[config.mk]
export PLATFORM = sky130hd
export DESIGN_NAME = fit_policy_partition_allocator_flat
export DESIGN_NICKNAME = d
export VERILOG_FILES = /design/src/design/fpa_pkg.sv /design/src/design/fpa_if.sv /design/src/design/fit_policy_partition_allocator.sv /design/src/design/fpa_cap_mem.sv /design/src/design/fpa_fit_unit.sv /design/src/design/fpa_alloc_ctrl.sv /design/src/flat_wrapper.sv
export SDC_FILE = /design/constraint.sdc
export NUM_CORES = 1
export LEC_CHECK = 0
export BUFFER_PORTS_ARGS = -buffer_cell sky130_fd_sc_hd__buf_2
export CORE_ASPECT_RATIO = 1.1
export CORE_MARGIN = 2
export CORE_UTILIZATION = 50
export CTS_CLUSTER_SIZE = 20
export DETAILED_ROUTE_END_ITERATION = 10
export PLACE_DENSITY_LB_ADDON = 0.1
export SETUP_SLACK_MARGIN = 0.1
export SLEW_MARGIN = 10
export SYNTH_ARGS = -nofsm -noshare
export SYNTH_HDL_FRONTEND = slang
export SYNTH_SLANG_ARGS = --single-unit
[constraint.sdc]
create_clock -name clk -period 7.2 [get_ports clk]
set_input_delay 0.36 -clock clk [delete_from_list [all_inputs] [get_ports clk]]
set_output_delay 0.36 -clock clk [all_outputs]
set_load 0.02 [all_outputs]
[src/design/fpa_pkg.sv]
// Shared types and constants for the fit-policy partition allocator.
package fpa_pkg;

  localparam int SLOT_FIELD_W = 4;
  localparam int AMOUNT_W     = 16;
  localparam int MODE_W       = 2;

  localparam logic OP_LOAD  = 1'b0;
  localparam logic OP_ALLOC = 1'b1;

  // Placement policies; any other code acts as first fit.
  localparam logic [MODE_W-1:0] MODE_BEST  = 2'd1;
  localparam logic [MODE_W-1:0] MODE_WORST = 2'd2;

  typedef enum logic [1:0] {
    ST_IDLE,
    ST_SCAN,
    ST_WRITE
  } state_t;

  // Verdict of the fit unit on the slot under scan.
  typedef struct packed {
    logic take;
    logic stop;
  } fit_dec_t;

  typedef struct packed {
    logic                    granted;
    logic [SLOT_FIELD_W-1:0] chosen_slot;
    logic [AMOUNT_W-1:0]     remaining;
  } res_t;

endpackage

[src/design/fpa_if.sv]
// Handshake channel interfaces: request, response and policy configuration.
interface fpa_req_if;
  import fpa_pkg::*;
  logic                    valid;
  logic                    ready;
  logic                    opcode;
  logic [SLOT_FIELD_W-1:0] slot_index;
  logic [AMOUNT_W-1:0]     amount;
  modport source (output valid, output opcode, output slot_index, output amount, input ready);
  modport sink   (input valid, input opcode, input slot_index, input amount, output ready);
endinterface

interface fpa_rsp_if;
  import fpa_pkg::*;
  logic                    valid;
  logic                    ready;
  logic                    granted;
  logic [SLOT_FIELD_W-1:0] chosen_slot;
  logic [AMOUNT_W-1:0]     remaining;
  modport source (output valid, output granted, output chosen_slot, output remaining,
                  input ready);
  modport sink   (input valid, input granted, input chosen_slot, input remaining,
                  output ready);
endinterface

interface fpa_cfg_if;
  import fpa_pkg::*;
  logic              valid;
  logic              ready;
  logic [MODE_W-1:0] fit_mode;
  modport source (output valid, output fit_mode, input ready);
  modport sink   (input valid, input fit_mode, output ready);
endinterface

[src/design/fit_policy_partition_allocator.sv]
// Load item: taken while idle, no response; the block stays ready for the next item.
// Allocate item: scans one partition per cycle through one compare unit, then a commit
// state that writes the response into the output register (first fit may stop the scan
// early; a held output stalls the commit). No new item is taken until the commit is done.
// Reset clears the loaded flags, the policy (first fit) and the output valid.
module fit_policy_partition_allocator #(
  parameter int NUM_SLOTS = 16,
  parameter int SIZE_BITS = 16
) (
  input logic      clk,
  input logic      rst,
  fpa_req_if.sink  req,
  fpa_rsp_if.source rsp,
  fpa_cfg_if.sink  cfg
);
  import fpa_pkg::*;

  localparam int SLOT_W = (NUM_SLOTS > 1) ? $clog2(NUM_SLOTS) : 1;

  logic [MODE_W-1:0] fit_mode;
  logic              res_valid;
  logic              res_ready;
  res_t              res;
  logic              rsp_valid;
  res_t              rsp_data;

  fpa_alloc_ctrl #(
    .NUM_SLOTS (NUM_SLOTS),
    .SIZE_BITS (SIZE_BITS),
    .SLOT_W    (SLOT_W)
  ) u_ctrl (
    .clk       (clk),
    .rst       (rst),
    .in_valid  (req.valid),
    .in_ready  (req.ready),
    .in_opcode (req.opcode),
    .in_slot   (req.slot_index),
    .in_amount (req.amount),
    .fit_mode  (fit_mode),
    .res_valid (res_valid),
    .res_ready (res_ready),
    .res       (res)
  );

  assign cfg.ready = 1'b1;
  assign res_ready = !rsp_valid || rsp.ready;

  always_ff @(posedge clk) begin
    if (rst) begin
      fit_mode  <= '0;
      rsp_valid <= 1'b0;
    end else begin
      if (cfg.valid) begin
        fit_mode <= cfg.fit_mode;
      end
      if (res_valid && res_ready) begin
        rsp_valid <= 1'b1;
      end else if (rsp.ready) begin
        rsp_valid <= 1'b0;
      end
    end
    if (res_valid && res_ready) begin
      rsp_data <= res;
    end
  end

  assign rsp.valid       = rsp_valid;
  assign rsp.granted     = rsp_data.granted;
  assign rsp.chosen_slot = rsp_data.chosen_slot;
  assign rsp.remaining   = rsp_data.remaining;

`ifndef SYNTH
  a_refusal_zero: assert property (@(posedge clk) disable iff (rst)
    rsp.valid && !rsp.granted |-> (rsp.chosen_slot == '0) && (rsp.remaining == '0))
    else $error("refused response carries nonzero slot or remainder");

  a_busy_after_alloc: assert property (@(posedge clk) disable iff (rst)
    req.valid && req.ready && (req.opcode == OP_ALLOC) |=> !req.ready)
    else $error("request taken during an allocate scan");

  a_slot_in_range: assert property (@(posedge clk) disable iff (rst)
    rsp.valid && rsp.granted |-> int'(rsp.chosen_slot) < NUM_SLOTS)
    else $error("granted slot beyond partition count");
`endif

endmodule

[src/design/fpa_cap_mem.sv]
// Free-capacity memory: one write port, one read port with registered data.
module fpa_cap_mem #(
  parameter int DEPTH = 16,
  parameter int WIDTH = 16,
  parameter int AW    = 4
) (
  input  logic             clk,
  input  logic             we,
  input  logic [AW-1:0]    waddr,
  input  logic [WIDTH-1:0] wdata,
  input  logic [AW-1:0]    raddr,
  output logic [WIDTH-1:0] rdata
);

  logic [WIDTH-1:0] mem [DEPTH];

  always_ff @(posedge clk) begin
    if (we) begin
      mem[waddr] <= wdata;
    end
    rdata <= mem[raddr];
  end

endmodule

[src/design/fpa_fit_unit.sv]
// Shared compare unit: decides whether the scanned slot replaces the current pick.
module fpa_fit_unit #(
  parameter int SIZE_BITS = 16
) (
  input  logic [fpa_pkg::MODE_W-1:0] mode,
  input  logic [SIZE_BITS-1:0]       cap,
  input  logic [SIZE_BITS-1:0]       amt,
  input  logic [SIZE_BITS-1:0]       best,
  input  logic                       loaded,
  input  logic                       found,
  output fpa_pkg::fit_dec_t          dec
);
  import fpa_pkg::*;

  logic fits;
  logic better;

  always_comb begin
    fits   = loaded && (cap >= amt);
    better = ((mode == MODE_BEST) && (cap < best)) ||
             ((mode == MODE_WORST) && (cap > best));
    dec.take = fits && (!found || better);
    // first fit ends the scan at its first hit
    dec.stop = fits && !found && (mode != MODE_BEST) && (mode != MODE_WORST);
  end

endmodule

[src/design/fpa_alloc_ctrl.sv]
// Scan sequencer: loads slots, walks the capacity memory and commits the pick.
module fpa_alloc_ctrl #(
  parameter int NUM_SLOTS = 16,
  parameter int SIZE_BITS = 16,
  parameter int SLOT_W    = 4
) (
  input  logic                             clk,
  input  logic                             rst,
  input  logic                             in_valid,
  output logic                             in_ready,
  input  logic                             in_opcode,
  input  logic [fpa_pkg::SLOT_FIELD_W-1:0] in_slot,
  input  logic [fpa_pkg::AMOUNT_W-1:0]     in_amount,
  input  logic [fpa_pkg::MODE_W-1:0]       fit_mode,
  output logic                             res_valid,
  input  logic                             res_ready,
  output fpa_pkg::res_t                    res
);
  import fpa_pkg::*;

  state_t               state, state_next;
  logic [SLOT_W-1:0]    idx, idx_next;
  logic [SLOT_W-1:0]    pick, pick_next;
  logic [SIZE_BITS-1:0] amt, amt_next;
  logic [SIZE_BITS-1:0] best, best_next;
  logic                 found, found_next;
  logic [NUM_SLOTS-1:0] loaded;

  logic                 mem_we;
  logic [SLOT_W-1:0]    mem_waddr;
  logic [SIZE_BITS-1:0] mem_wdata;
  logic [SLOT_W-1:0]    mem_raddr;
  logic [SIZE_BITS-1:0] mem_rdata;
  logic [SIZE_BITS-1:0] diff;
  logic                 slot_ok;
  logic                 load_set;
  logic                 last;
  fit_dec_t             dec;

  fpa_cap_mem #(
    .DEPTH (NUM_SLOTS),
    .WIDTH (SIZE_BITS),
    .AW    (SLOT_W)
  ) u_mem (
    .clk   (clk),
    .we    (mem_we),
    .waddr (mem_waddr),
    .wdata (mem_wdata),
    .raddr (mem_raddr),
    .rdata (mem_rdata)
  );

  fpa_fit_unit #(
    .SIZE_BITS (SIZE_BITS)
  ) u_fit (
    .mode   (fit_mode),
    .cap    (mem_rdata),
    .amt    (amt),
    .best   (best),
    .loaded (loaded[idx]),
    .found  (found),
    .dec    (dec)
  );

  assign slot_ok  = int'(in_slot) < NUM_SLOTS;
  assign load_set = (state == ST_IDLE) && in_valid && (in_opcode == OP_LOAD) && slot_ok;
  assign last     = idx == SLOT_W'(NUM_SLOTS - 1);
  assign diff     = best - amt;

  always_ff @(posedge clk) begin
    if (rst) begin
      state  <= ST_IDLE;
      loaded <= '0;
    end else begin
      state <= state_next;
      if (load_set) begin
        loaded[SLOT_W'(in_slot)] <= 1'b1;
      end
    end
    idx   <= idx_next;
    pick  <= pick_next;
    amt   <= amt_next;
    best  <= best_next;
    found <= found_next;
  end

  always_comb begin
    state_next = state;
    idx_next   = idx;
    pick_next  = pick;
    amt_next   = amt;
    best_next  = best;
    found_next = found;
    in_ready   = 1'b0;
    mem_we     = 1'b0;
    mem_waddr  = pick;
    mem_wdata  = diff;
    mem_raddr  = idx;
    res_valid  = 1'b0;
    res        = '0;
    case (state)
      ST_IDLE: begin
        in_ready  = 1'b1;
        mem_raddr = '0;
        if (in_valid) begin
          if (in_opcode == OP_LOAD) begin
            mem_we    = slot_ok;
            mem_waddr = SLOT_W'(in_slot);
            mem_wdata = SIZE_BITS'(in_amount);
          end else begin
            amt_next   = SIZE_BITS'(in_amount);
            found_next = 1'b0;
            pick_next  = '0;
            idx_next   = '0;
            state_next = ST_SCAN;
          end
        end
      end
      ST_SCAN: begin
        // read data is registered, so the address runs one slot ahead of idx
        mem_raddr = last ? idx : idx + SLOT_W'(1);
        if (dec.take) begin
          found_next = 1'b1;
          pick_next  = idx;
          best_next  = mem_rdata;
        end
        if (dec.stop || last) begin
          state_next = ST_WRITE;
        end else begin
          idx_next = idx + SLOT_W'(1);
        end
      end
      ST_WRITE: begin
        res_valid = 1'b1;
        if (found) begin
          res.granted     = 1'b1;
          res.chosen_slot = SLOT_FIELD_W'(pick);
          res.remaining   = AMOUNT_W'(diff);
        end
        if (res_ready) begin
          mem_we     = found;
          state_next = ST_IDLE;
        end
      end
      default: begin
        state_next = ST_IDLE;
      end
    endcase
  end

endmodule

[src/flat_wrapper.sv]
// flat-port wrapper written by rule: the top's interface ports become plain ports
module fit_policy_partition_allocator_flat import fpa_pkg::*;
#(
  parameter int NUM_SLOTS = 16,
  parameter int SIZE_BITS = 16
)
  (clk, rst, req_valid, req_opcode, req_slot_index, req_amount, req_ready, rsp_valid, rsp_granted, rsp_chosen_slot, rsp_remaining, rsp_ready, cfg_valid, cfg_fit_mode, cfg_ready);
  fpa_req_if req_i ();
  fpa_rsp_if rsp_i ();
  fpa_cfg_if cfg_i ();
  input logic clk;
  input logic rst;
  input wire logic [$bits(req_i.valid)-1:0] req_valid;
  input wire logic [$bits(req_i.opcode)-1:0] req_opcode;
  input wire logic [$bits(req_i.slot_index)-1:0] req_slot_index;
  input wire logic [$bits(req_i.amount)-1:0] req_amount;
  output wire logic [$bits(req_i.ready)-1:0] req_ready;
  output wire logic [$bits(rsp_i.valid)-1:0] rsp_valid;
  output wire logic [$bits(rsp_i.granted)-1:0] rsp_granted;
  output wire logic [$bits(rsp_i.chosen_slot)-1:0] rsp_chosen_slot;
  output wire logic [$bits(rsp_i.remaining)-1:0] rsp_remaining;
  input wire logic [$bits(rsp_i.ready)-1:0] rsp_ready;
  input wire logic [$bits(cfg_i.valid)-1:0] cfg_valid;
  input wire logic [$bits(cfg_i.fit_mode)-1:0] cfg_fit_mode;
  output wire logic [$bits(cfg_i.ready)-1:0] cfg_ready;
  assign req_i.valid = req_valid;
  assign req_i.opcode = req_opcode;
  assign req_i.slot_index = req_slot_index;
  assign req_i.amount = req_amount;
  assign req_ready = req_i.ready;
  assign rsp_valid = rsp_i.valid;
  assign rsp_granted = rsp_i.granted;
  assign rsp_chosen_slot = rsp_i.chosen_slot;
  assign rsp_remaining = rsp_i.remaining;
  assign rsp_i.ready = rsp_ready;
  assign cfg_i.valid = cfg_valid;
  assign cfg_i.fit_mode = cfg_fit_mode;
  assign cfg_ready = cfg_i.ready;
  fit_policy_partition_allocator #(.NUM_SLOTS(NUM_SLOTS), .SIZE_BITS(SIZE_BITS)) u_core (.clk(clk), .rst(rst), .req(req_i), .rsp(rsp_i), .cfg(cfg_i));
endmodule
# == After elaboration in Yosys (flattened, before gate mapping) ==
# Memory sizes are Yosys's and may differ from the RTL's. A register that Yosys moved wholly into a read port is not among the register bits.
# Index checks and enable logic that the tools add are counted.
# word_totals
ff_bits,83
ramBits,256
output_inout_bits,24
elab_cells,100
mem_count,1
# mem_list
name,depth,word_bits,rd,rd_ports_with_merged_regs,write_ports,line_no,source
u_core.u_ctrl.u_mem.mem,16,16,1,1,1,fpa_cap_mem.sv:15,logic [WIDTH-1:0] mem [DEPTH];
# classes
addsub,2
order_cmp,6
n_eq_ne,13
n_mux,38
bitwise_logic,2
reduce_logical,26
# op_table
operator,n
$mux 16,3
$mux 4,8
$pmux 4 s2,3
$mux 21,1
$ge 16x16->1,1
$gt 16x16->1,1
$lt 16x16->1,1
$or 16x16->16,1
$sub 16x16->16,1
$mux 1,14
$ne 2x2->1 const B,6
$reduce_and 4->1,3
$logic_and 1x1->1,11
$lt 4x5->1 const B,2
$mux 2,4
$pmux 2 s3,1
$add 4x1->4 const B,1
$bmux 1 s4,1
$demux 1 s4,1
$eq 2x1->1 const B,2
$eq 2x2->1 const B,2
$eq 4x4->1 const B,1
$ge 4x1->1 const B,1
$logic_or 1x1->1,4
8 further kinds,13

# == Depth between registers and ports, before layout ==
# Gate-level depths: netlist of run 1.
# logic_depth
ltp_word,9
ltp_mapped,12
mapped_depth_nobuf,10

# == Modules after synthesis ==
# From an unflattened synthesis of run 1, not the netlist that was laid out.
# unflattened
cells_unflattened,936
area_unflattened_um2,15038.2
# modules_own_cells
module,n_inst,cells_per_inst,area_per_inst_um2,seq_area_each_um2
fpa_cap_mem,1,432,10042.1,8007.7
fpa_alloc_ctrl,1,352,3375.7,1591.5
fpa_fit_unit,1,118,862.1,0.0
fit_policy_partition_allocator,1,34,758.2,690.7

# == Least setup slack after synthesis of run 1 ==
# No wires, ideal clock.
# synth_timing
path_kind,register to register
start,reg u_core.u_ctrl.state[1]
end,mem u_core.u_ctrl.u_mem.mem[3][0] (enable)
setup_ns,0.388
arrival_time_ns,2.655
setup_slack_ns,4.157
path_stages_with_launch,9
synth_period_minus_slack_ns,3.043
path_cell_list,dfxtp_1 > buf_2 > nor2_1 > nand2_1 > or2_1 > clkbuf_1 > mux2i_1 > or2_2 > nor2_1
# synth_between
elab_chain_cells,4
elab_cells_between_ends,6
cone_classes,eq/ne (1); mux (4); reduce/logical (1)
# synth_lines
item,line_no,source
"start, declared",fpa_alloc_ctrl.sv:21,"state_t state, state_next;"
"start signal, assigned",fpa_alloc_ctrl.sv:75,state <= state_next;
$eq 2x2->1 or $logic_not 2->1 (tied branches),fpa_alloc_ctrl.sv:101,case (state)
$pmux 1 s2,fpa_alloc_ctrl.sv:101,
$mux 1,fpa_cap_mem.sv:18,if (we) begin
$mux 1 (not written as such),fpa_cap_mem.sv:19,mem[waddr] <= wdata;
"end, declared",fpa_cap_mem.sv:15,
# Parallel ways exist; a longest one is shown, timed or not.

# == Worst setup path after layout of run 1 ==
# layout_timing
start,reg u_core.u_ctrl.idx[0]
end,"reg u_core.u_ctrl.u_mem.rdata[0], read port of u_core.u_ctrl.u_mem.mem"
# layout_between
elab_chain_cells,3
elab_cells_between_ends,4
cone_classes,add/sub (1); eq/ne (1); mux (2)
# layout_lines
item,line_no,source
"start, declared",fpa_alloc_ctrl.sv:22,"logic [SLOT_W-1:0] idx, idx_next;"
"start signal, assigned",fpa_alloc_ctrl.sv:80,idx <= idx_next;
$add 4x1->4 or $eq 4x4->1 (tied branches),"fpa_alloc_ctrl.sv:121, fpa_alloc_ctrl.sv:67",
$mux 4,fpa_alloc_ctrl.sv:121,mem_raddr = last ? idx : idx + SLOT_W'(1);
$pmux 4 s2 *,fpa_alloc_ctrl.sv:101,
"end, declared",fpa_cap_mem.sv:12,output logic [WIDTH-1:0] rdata
# Mark *: on every way between the ends. The rest lies on a longest branch, timed or not.
# A chain may end at the register's enable or synchronous reset.

==> qor.yml, run 1 <==
pwr:
  p_leak_nw: 6.40
  power_per_cell_area_nw_per_um2: 274
  totalPowerFinal_mw: 4.75
  ir_drop_mv: 0.208
yosys:
  synth-seq-area-share_pct: 66.6
  synth_seq_cells: 355
  synthCells: 1229
  netlist_area_sq_um: 15400
  synth_top_cell_by_area: "edfxtp_1"
  ys_top_cells_by_area: "edfxtp_1, nand2_1, dfxtp_1, ha_1, a21oi_1"
  yosysWarnings: 0
  avgSynthCellArea_sq_um: 12.6
  synth.distinct_cells: 69
  yosys.area.top_type_share_pct: 61.8
  async_reset_ff_share_pct: 0
  synth_edf_count: 318
  syn_nets: 1306
  ys.flop_type: "edfxtp_1"
critical_path:
  worst-endpoint-required_ns: 7.59
  critPathCaptureType: "flop"
  endpoint: "u_core.u_ctrl.u_mem.rdata[0]$_DFF_P_"
  criticalPathCategory: "reg2reg"
  r2r-end: "u_core.u_ctrl.u_mem.rdata[0]$_DFF_P_"
  start_kind: "flop"
  rrSetupSlack_ns: 3.21
  timing.critical_path.from: "u_core.u_ctrl.idx[0]$_SDFFCE_PN0P_"
  cp.arrival_ns: 4.38
  r2r_cells: 8
  critical_path.max_fanout: 64
  reg2reg_from: "u_core.u_ctrl.idx[0]$_SDFFCE_PN0P_"
clock_tree:
  clockBufferDepth: 3
  clkSlewWorstSetupHoldPaths_ns: 0.06
  cts_sinks: 355
  cts_setup_buffers: 0
  clk_latency_ns: 0.53
  cts_hold_buf: 0
  numCtsBuffers: 38
  cts_tree: "done"
  cts_root_buffer: "clkbuf_16"
  htree_levels: 2
  cts_resized: 0
timing:
  hold_viol_final: 0
  skew_ns: 0.0156
  slew_headroom_pct: 14.2
  drv_slew: 0
  fin_ws_ns: 3.21
  setup_viol: 0
  max_freq_mhz: 251
  worstMarginPinSlew_ns: 1.29
  layout_min_cycle_time_ns: 3.99
  fin_tns_setup_ns: 0
  fin_crit_sh_pct: 55.4
  rsz0062_at_grt: "false"
grt:
  grt_pass1_wl_microns: 58700
  grt_usage_pct: 24.5
  overflow: 0
  grt_antenna_before_repair: 0
  grt_max_degree: 72
  grt_pass1_vias: 9605
layout:
  fin_nets: 1360
  fill_cells: 2526
  drive_gt1_share_pct: 14.6
  syn2layout_area_growth_pct: 12.4
  n_antenna_cell: 0
die:
  die-area_sq_um: 32300
  core_sq_um: 30400
  rows: 67
  die_h_microns: 188
  dieWidth_microns: 172
  start_util_pct: 50.8
  ios: 52
detailed_routing:
  drt_iter0_drc: 976
  final_antenna_net_count: 0
  routed_wl_microns: 39000
  drc: 0
  vias: 10012
  wl_per_cell_microns: 22.6
  vias_per_cell: 5.80
  dr.pass1.iters: 5
run:
  cap_violations: 0
place:
  dp_hpwl_microns: 24600
  globalplace.congestion: 0.875
  pre_cts_ws_ns: 3.22
  io_buffers: 50
worst_hold_path:
  hp-start: "req_amount[7]"
  min_path_type: "in2reg"
status:
  status: "finished clean"
[routing by layer]
layer / up-vias / wire length [microns] / global-route usage (%) / part of all wire, %
li1: 4655 / - / - / -
met1: 4929 / 16700 / 34.6 / 43
met2: 363 / 18500 / 39.3 / 47
met3: 65 / 2760 / 4.10 / 7.1
met4: 0 / 1010 / 6.98 / 2.6
met5: - / 0 / 0 / 0
[cells by family after synthesis]
kind of cell               Yosys count  share of synthesized area [%]
AOI/OAI and AO/OA                  234                           10.5
xor gates and xnor gates            18                           1.02
adders and majority gates           49                           4.02
buffers and inverters              105                           3.31
DFF                                355                           66.6
muxes                                7                          0.778
other                                1                         0.0243
and+or+nand+nor                    460                           13.8
[cell type report]
type | instances | area [sq um] | area share, %
inverter | 40 | 150 | 0.865
clock inverter | 16 | 143 | 0.822
sequential | 355 | 10300 | 59.3
tap | 414 | 518 | 2.98
clock buffer | 54 | 1070 | 6.18
timing repair buffer | 79 | 468 | 2.70
multi-input combinational | 769 | 4720 | 27.2
[critical path, cell delays in order, from the launching register on]
cell      delay [ns]
edfxtp_1        0.74
ha_1            0.43
nand3_1         0.28
a221oi_4        0.30
buf_4           0.51
buf_4           0.69
and3_1          0.26
a211oi_1        0.05
or4_1           0.56
[power breakdown]
group	internal [mW]	switching (mW)
sequential	2.33	0.0519
clock	1.12	0.785
combinational	0.148	0.317
[sequential cells by signal, summed over array words and instances, names as in the netlist]
name and count:
u_core.u_ctrl.u_mem.mem 256, u_core.rsp.remaining 16, u_core.u_ctrl.amt 16, u_core.u_ctrl.best 16, u_core.u_ctrl.loaded 16, u_core.u_ctrl.u_mem.rdata 16
u_core.rsp.chosen_slot 4, u_core.u_ctrl.idx 4, u_core.u_ctrl.pick 4, u_core.fit_mode 2, u_core.u_ctrl.state 2, u_core.rsp.granted 1
u_core.rsp.valid 1, u_core.u_ctrl.found 1
[cell usage after synthesis (all sizes together) (3+ instances only)]
master  count
inv        40
and4        3
a221oi     18
o21a        6
nand4       6
nor4        4
and2        9
ha         48
edfxtp    318
or4        18
mux4        4
a21o        5
a31oi      28
xnor2       7
nor2       81
buf        32
nand2b     11
xor2       11
or2         6
nand2     224
dfxtp      37
a211oi     35
clkbuf     33
nor3        9
nor2b       7
mux2i       3
and3       51
o21ai      29
nand3      25
a21oi      89
[worst min-delay path by stage]
stage                     cells past startpoint                                     to
after floorplan                               0        u_core.u_ctrl.best[0]$_DFFE_PP_
after global placement                        2  u_core.u_ctrl.loaded[15]$_SDFFE_PP0P_
after detailed placement                      2  u_core.u_ctrl.loaded[10]$_SDFFE_PP0P_
after CTS                                     1         u_core.u_ctrl.amt[6]$_DFFE_PP_
after global routing                          1         u_core.u_ctrl.amt[5]$_DFFE_PP_
final                                         1         u_core.u_ctrl.amt[7]$_DFFE_PP_
[placed cells by master, fill, tap and decap left out, drive strengths merged, types with 3 or more instances in the layout]
master / Yosys / final
a211oi: 35 / 35
a21o: 5 / 5
a21oi: 89 / 89
a221oi: 18 / 18
a31oi: 28 / 28
and2: 9 / 9
and3: 51 / 51
and4: 3 / 3
buf: 32 / 79
clkbuf: 33 / 54
clkinv: 0 / 12
dfxtp: 37 / 37
edfxtp: 318 / 318
ha: 48 / 48
inv: 40 / 42
mux2i: 3 / 3
mux4: 4 / 4
nand2: 224 / 224
nand2b: 11 / 11
nand3: 25 / 25
nand4: 6 / 6
nor2: 81 / 81
nor2b: 7 / 7
nor3: 9 / 9
nor4: 4 / 4
o21a: 6 / 6
o21ai: 29 / 29
or2: 6 / 6
or4: 18 / 18
xnor2: 7 / 7
xor2: 11 / 11
[metrics by stage]
stage / cell area (sq um) / std cells / hold WS (ns) / util, %
CTS: 17300 / 1727 / 0.0168 / 57.0
global placement: 16100 / 1657 / 0.447 / 53.0
global route: 17400 / 1727 / 0.0193 / 57.1
floorplan: 15400 / 1229 / 0.408 / -
detailed placement: 16100 / 1657 / 0.456 / 53.0
finish: 17400 / 1727 / 0.0280 / 57.1
(Power assumes the default switching activity.)
==> run 2: changes to the inputs <==
==> constraint.sdc (replaced) <==
create_clock -name clk -period 3.7 [get_ports clk]
set_input_delay 0.185 -clock clk [delete_from_list [all_inputs] [get_ports clk]]
set_output_delay 0.185 -clock clk [all_outputs]
set_load 0.02 [all_outputs]
==> qor.yml, run 2 (synthesized netlist as in run 1, its figures left out) <==
timing:
  whs_ns: 0.0443  # was 0.0280 ns
  skew_ns: 0.0185  # was 0.0156 ns
  slew_headroom_pct: 16.5  # was 14.2%
  drv_slew: 0  # unchanged
  rsz0062_at_grt: "false"  # unchanged
  layout_min_cycle_time_ns: 3.27  # was 3.99 ns
  fin_crit_sh_pct: 88.3  # was 55.4%
  fin_tns_setup_ns: 0  # unchanged
  setup_viol: 0  # unchanged
  hold_viol_final: 0  # unchanged
  fin_ws_ns: 0.433  # was 3.21 ns
  worstMarginPinSlew_ns: 1.24  # was 1.29 ns
  max_freq_mhz: 306  # was 251 MHz
die:
  die_h_microns: 188  # unchanged
  start_util_pct: 50.8  # unchanged
  rows: 67  # unchanged
  dieWidth_microns: 172  # unchanged
  die-area_sq_um: 32300  # unchanged
  core_sq_um: 30400  # unchanged
  ios: 52  # unchanged
detailed_routing:
  wl_met1_microns: 16800  # was 16,700 microns
  final_antenna_net_count: 0  # unchanged
  drt_iter0_drc: 798  # was 976
  met3WireLength_microns: 2220  # was 2760 microns
  dr.pass1.iters: 7  # was 5
  wl_met2_microns: 18300  # was 18,500 microns
  vias_per_cell: 5.67  # was 5.80
  highest_layer: "met4"  # unchanged
  routed_wl_microns: 38300  # was 39,000 microns
  drc: 0  # unchanged
  vias: 10038  # was 10,012
  wl_per_cell_microns: 21.7  # was 22.6 microns
grt:
  grt_pass1_wl_microns: 57600  # was 58,700 microns
  grt_pass1_vias: 9617  # was 9,605
  grt_max_degree: 95  # was 72
  grt_antenna_before_repair: 0  # unchanged
  overflow: 0  # unchanged
  grt_usage_pct: 23.9  # was 24.5%
clock_tree:
  htree_levels: 2  # unchanged
  cts_setup_buffers: 0  # unchanged
  numCtsBuffers: 38  # unchanged
  clkSlewWorstSetupHoldPaths_ns: 0.06  # about the same
  clockBufferDepth: 3  # unchanged
  clk_latency_ns: 0.53  # about the same
  cts_tree: "done"  # unchanged
  cts_root_buffer: "clkbuf_16"  # unchanged
  cts_sinks: 355  # unchanged
critical_path:
  cp_top_family: "simple AND/OR/NAND/NOR gates"  # was buffers and inverters
  rrSetupSlack_ns: 0.43  # was 3.21 ns
  crit_slowest_cell: "edfxtp_1"  # unchanged
  endpoint: "u_core.u_ctrl.u_mem.rdata[9]$_DFF_P_"  # was u_core.u_ctrl.u_mem.rdata[0]$_DFF_P_
  critical_path_cell_count: 8  # unchanged
  timing.critical_path.from: "u_core.u_ctrl.idx[1]$_SDFFCE_PN0P_"  # was u_core.u_ctrl.idx[0]$_SDFFCE_PN0P_
  critPathCaptureType: "flop"  # unchanged
  worst-endpoint-required_ns: 4.10  # was 7.59 ns
  criticalPathCategory: "reg2reg"  # unchanged
  start_kind: "flop"  # unchanged
  r2r_cells: 8  # unchanged
  crit_chain: "ha_1 > nand3_1 > nand2_1 > and2_4 > buf_12 > nand3_1 > and3_1 > or4_1"  # was ha_1 > nand3_1 > a221oi_4 > buf_4 > buf_4 > and3_1 > a211oi_1 > or4_1
  r2r-end: "u_core.u_ctrl.u_mem.rdata[9]$_DFF_P_"  # was u_core.u_ctrl.u_mem.rdata[0]$_DFF_P_
  path_buf_inv: 1  # was 2
  cp_slowest_stage_delay_ns: 0.60  # was 0.74 ns
  path_common_cell: "nand3_1"  # was buf_4
  cp.arrival_ns: 3.67  # was 4.38 ns
  critical_path.max_fanout: 94  # was 64
  reg2reg_from: "u_core.u_ctrl.idx[1]$_SDFFCE_PN0P_"  # was u_core.u_ctrl.idx[0]$_SDFFCE_PN0P_
layout:
  fin_nets: 1402  # was 1,360
  max_flop_register: "u_core.u_ctrl.u_mem.mem"  # unchanged
  drive_gt1_share_pct: 15.8  # was 14.6%
  fin_area_sq_um: 17800  # was 17,400 sq um
  layout_commonest_cell: "edfxtp_1"  # unchanged
  fill_cells: 2457  # was 2,526
  syn2layout_area_growth_pct: 15.5  # was 12.4%
  final_cell_mix: "edfxtp_1, nand2_1, a21oi_1"  # unchanged
  n_antenna_cell: 0  # unchanged
  largest_reg_flops: 256  # unchanged
pwr:
  ir_drop_mv: 0.417  # was 0.208 mV
  p_leak_nw: 6.63  # was 6.40 nW
  power_per_cell_area_nw_per_um2: 524  # was 274 nW/um^2
run:
  cap_violations: 0  # unchanged
worst_hold_path:
  min_delay_path_depth: 3  # was 1
  min_path_type: "in2reg"  # unchanged
place:
  dp_hpwl_microns: 23200  # was 24,600 microns
  globalplace.congestion: 0.855  # was 0.875
  placed_cell_area_sq_um: 16400  # was 16,100 sq um
  io_buffers: 50  # unchanged
  pre_cts_ws_ns: 0.365  # was 3.22 ns
status:
  status: "finished clean"  # unchanged
run 2: area by class of cell:
type	instances	area, sq um	share of cell area (%)
Sequential cell	355	10300	57.7
Clock inverter	20	215	1.21
Inverter	40	150	0.842
Clock buffer	50	1040	5.81
Timing Repair Buffer	121	921	5.16
Tap cell	414	518	2.90
Multi-Input combinational cell	769	4710	26.4
run 2: worst min-delay path by stage:
| stage | from | end | slack, ns |
|---|---|---|---|
| 2_1_floorplan | req_amount[0] | u_core.u_ctrl.amt[0]$_DFFE_PP_ | 0.28 |
| 3_3_place_gp | req_amount[3] | u_core.u_ctrl.amt[3]$_DFFE_PP_ | 0.38 |
| 3_5_place_dp | req_amount[3] | u_core.u_ctrl.amt[3]$_DFFE_PP_ | 0.38 |
| 4_1_cts | req_slot_index[1] | u_core.u_ctrl.loaded[15]$_SDFFE_PP0P_ | 0.04 |
| 5_1_grt | req_slot_index[1] | u_core.u_ctrl.loaded[11]$_SDFFE_PP0P_ | 0.07 |
| 6_report | req_slot_index[1] | u_core.u_ctrl.loaded[15]$_SDFFE_PP0P_ | 0.04 |
run 2: what timing repair did:
| item | in CTS | in global routing |
|---|---|---|
| resized for setup | 0 | 1 |
| endpoints found under the setup margin | 0 | 2 |
| hold buffers | 20 | 0 |
| endpoints found under the hold margin | 18 | 0 |
run 2: per-stage QoR:
step / util, % / cells / power (mW)
after floorplan: - / 1229 / 5.27
after global placement: 53.8 / 1679 / 5.62
after detailed placement: 53.8 / 1679 / 5.63
after CTS: 58.6 / 1769 / 9.43
after global routing: 58.6 / 1769 / 9.68
final: 58.6 / 1769 / 9.35
run 2: power by group:
part / switching (mW) / internal, mW / total, mW
Combinational: 0.607 / 0.322 / 0.928
Sequential: 0.0938 / 4.54 / 4.63
Clock: 1.53 / 2.26 / 3.79
run 2: per-layer routing:
| layer | track usage, % | vias to the layer above |
|---|---|---|
| li1 | - | 4732 |
| met1 | 33.5 | 4928 |
| met2 | 39.2 | 315 |
| met3 | 3.49 | 63 |
| met4 | 6.49 | 0 |
| met5 | 0 | - |
run 2: worst min-delay path: cells and delay by family:
| kind | cells | cell delay (ns) |
|---|---|---|
| AO/OA/AOI/OAI | 1 | 0.10 |
| AND/OR/NAND/NOR | 1 | 0.07 |
| buffers and inverters | 1 | 0.17 |
==> run 3: changes to the inputs <==
--- a/config.mk
+++ b/config.mk
@@ -16,4 +16,5 @@
 export SLEW_MARGIN = 10
 export SYNTH_ARGS = -nofsm -noshare
 export SYNTH_HDL_FRONTEND = slang
+export SYNTH_HIERARCHICAL = 1
 export SYNTH_SLANG_ARGS = --single-unit
==> qor.yml, run 3 <==
layout:
  finalCoreUtilization_pct: 59.6  # was 58.6%
  largest_reg_flops: 256  # unchanged
  fin_nets: 1140  # was 1,402
  n_antenna_cell: 0  # unchanged
  layout_commonest_cell: "edfxtp_1"  # unchanged
  max_flop_register: "u_core/u_ctrl/u_mem/mem"  # was u_core.u_ctrl.u_mem.mem
  drive_gt1_share_pct: 23.4  # was 15.8%
  final_cell_mix: "edfxtp_1, nand2_1, mux4_2"  # was edfxtp_1, nand2_1, a21oi_1
  syn2layout_area_growth_pct: 17.2  # was 15.5%
clock_tree:
  cts_sinks: 355  # unchanged
  cts_resized: 0  # unchanged
  clockBufferDepth: 3  # unchanged
  clk_latency_ns: 0.54  # was 0.53 ns
  htree_levels: 2  # unchanged
  cts_tree: "done"  # unchanged
  cts_root_buffer: "clkbuf_16"  # unchanged
  clkSlewWorstSetupHoldPaths_ns: 0.06  # about the same
  numCtsBuffers: 38  # unchanged
  cts_setup_buffers: 0  # unchanged
critical_path:
  cp.arrival_ns: 3.60  # was 3.67 ns
  worst-endpoint-required_ns: 4.11  # was 4.10 ns
  rrSetupSlack_ns: 0.51  # was 0.43 ns
  criticalPathCategory: "reg2reg"  # unchanged
  critPathCaptureType: "flop"  # unchanged
  start_kind: "flop"  # unchanged
  critical_path.max_fanout: 12  # was 94
yosys:
  yosys.area_share.simple_pct: 7.06  # was 13.8%
  synth_seq_cells: 355  # unchanged
  synth_top_family_by_area: "multiplexers"  # was simple AND/OR/NAND/NOR gates
  synth.distinct_cells: 66  # was 69
  synthCells: 936  # was 1,229
  synth_edf_count: 318  # unchanged
  yosys.area_share.xor_xnor_pct: 0.641  # was 1.02%
  synth_mux_area_share_pct: 10.8  # was 0.778%
  yosysMostFrequentCell: "edfxtp_1"  # unchanged
  ys_top_cells_by_area: "edfxtp_1, mux4_2, dfxtp_1, ha_1, mux4_1"  # was edfxtp_1, nand2_1, dfxtp_1, ha_1, a21oi_1
  syn_nets: 1014  # was 1,306
  synth_compound_area_share_pct: 6.11  # was 10.5%
  netlist_area_sq_um: 15000  # was 15,400 sq um
  synth-seq-area-share_pct: 68.4  # was 66.6%
  synth_common_cells: "edfxtp_1, nand2_1, nor2_1"  # unchanged
  ys.flop_type: "edfxtp_1"  # unchanged
  yosysWarnings: 6  # was 0
  synth_top_cell_by_area: "edfxtp_1"  # unchanged
  yosys.area.top_type_share_pct: 63.5  # was 61.8%
  avgSynthCellArea_sq_um: 16.1  # was 12.6 sq um
  async_reset_ff_share_pct: 0  # unchanged
  synthAdderAreaFrac_pct: 4.21  # was 4.02%
timing:
  layout_min_cycle_time_ns: 3.19  # was 3.27 ns
  setup_viol: 0  # unchanged
  rsz0062_at_grt: "false"  # unchanged
  drv_slew: 0  # unchanged
  fin_tns_setup_ns: 0  # unchanged
  max_freq_mhz: 314  # was 306 MHz
  skew_ns: 0.0142  # was 0.0185 ns
  hold_viol_final: 0  # unchanged
  fin_crit_sh_pct: 86.1  # was 88.3%
  worstMarginPinSlew_ns: 0.984  # was 1.24 ns
  whs_ns: 0.0395  # was 0.0443 ns
  slew_headroom_pct: 34.4  # was 16.5%
detailed_routing:
  wl_per_cell_microns: 23.5  # was 21.7 microns
  vias: 8525  # was 10,038
  dr.pass1.iters: 5  # was 7
  vias_per_cell: 5.82  # was 5.67
  drt_iter0_drc: 822  # was 798
  final_antenna_net_count: 0  # unchanged
  drc: 0  # unchanged
  routed_wl_microns: 34500  # was 38,300 microns
run:
  cap_violations: 0  # unchanged
grt:
  overflow: 0  # unchanged
  grt_pass1_vias: 8427  # was 9,617
  grt_antenna_before_repair: 0  # unchanged
  grt_max_degree: 33  # was 95
  grt_usage_pct: 22.3  # was 23.9%
  grt_pass1_wl_microns: 51300  # was 57,600 microns
die:
  die-area_sq_um: 31500  # was 32,300 sq um
  core_sq_um: 29600  # was 30,400 sq um
  ios: 52  # unchanged
  rows: 66  # was 67
  start_util_pct: 50.9  # was 50.8%
  dieWidth_microns: 169  # was 172 microns
  die_h_microns: 186  # was 188 microns
place:
  io_buffers: 50  # unchanged
  globalplace.congestion: 0.897  # was 0.855
  dp_hpwl_microns: 21800  # was 23,200 microns
pwr:
  power_per_cell_area_nw_per_um2: 519  # was 524 nW/um^2
  totalPowerFinal_mw: 9.16  # was 9.35 mW
  p_leak_nw: 6.36  # was 6.63 nW
  ir_drop_mv: 0.352  # was 0.417 mV
worst_hold_path:
  min_path_type: "in2reg"  # unchanged
status:
  status: "finished clean"  # unchanged
## run 3: cell families after synthesis
logic type / count (synthesis)
adders and majority gates: 50
AOI/OAI and AO/OA: 141
buffers and inverters: 92
other: 1
and+or+nand+nor: 213
xor gates and xnor gates: 11
muxes: 73
DFF: 355
## run 3: what timing repair did
action	CTS	global route
endpoints found under the setup margin	0	0
hold buffers	22	0
endpoints found under the hold margin	21	0
## run 3: cell type report
class	count	area (sq um)
Fill cell	2233	11900
Sequential cell	355	10300
Multi-Input combinational cell	489	4410
Clock buffer	45	997
Timing Repair Buffer	124	961
Tap cell	374	468
Clock inverter	25	302
Inverter	54	203
## run 3: path summary, 6_finish.rpt
kind,start,to,cells after the start
worst max-delay path,u_core/u_ctrl/idx[0]$_SDFFCE_PN0P_,u_core/u_ctrl/u_mem/rdata[4]$_DFF_P_,9
worst min-delay path,req_slot_index[3],u_core/u_ctrl/loaded[13]$_SDFFE_PP0P_,3
worst max register to register,u_core/u_ctrl/idx[0]$_SDFFCE_PN0P_,u_core/u_ctrl/u_mem/rdata[4]$_DFF_P_,9
worst min register to register,u_core/u_ctrl/loaded[9]$_SDFFE_PP0P_,u_core/u_ctrl/loaded[9]$_SDFFE_PP0P_,2
## run 3: stage by stage
stage	instances	worst slack (ns)	area [sq um]
detailed placement	1374	0.496	16100
floorplan	936	0.229	15000
CTS	1466	0.491	17600
global route	1466	0.268	17600
finish	1466	0.513	17600
global placement	1374	0.557	16100
## run 3: routing by layer
metal / wire (microns) / vias up / track usage (%)
met5: 0 / - / 0
met4: 839 / 0 / 5.98
met3: 1630 / 64 / 3.06
li1: - / 3892 / -
met1: 14700 / 4301 / 29.8
met2: 17300 / 268 / 38.7
## run 3: report_power, final
| part | switching (mW) | internal [mW] | leakage, nW |
|---|---|---|---|
| clock network | 1.58 | 2.31 | 0.631 |
| logic | 0.407 | 0.293 | 2.51 |
| registers | 0.0666 | 4.50 | 3.22 |
## run 3: worst max-delay path, cell delays in order (launching register included)
cell and delay, ns:
edfxtp_1 0.61, ha_1 0.30, and3_1 0.25, nor2_1 0.09
xnor2_1 0.17, nor2_4 0.54, buf_12 0.24, mux4_1 0.55
a22oi_1 0.21, nand2_1 0.08
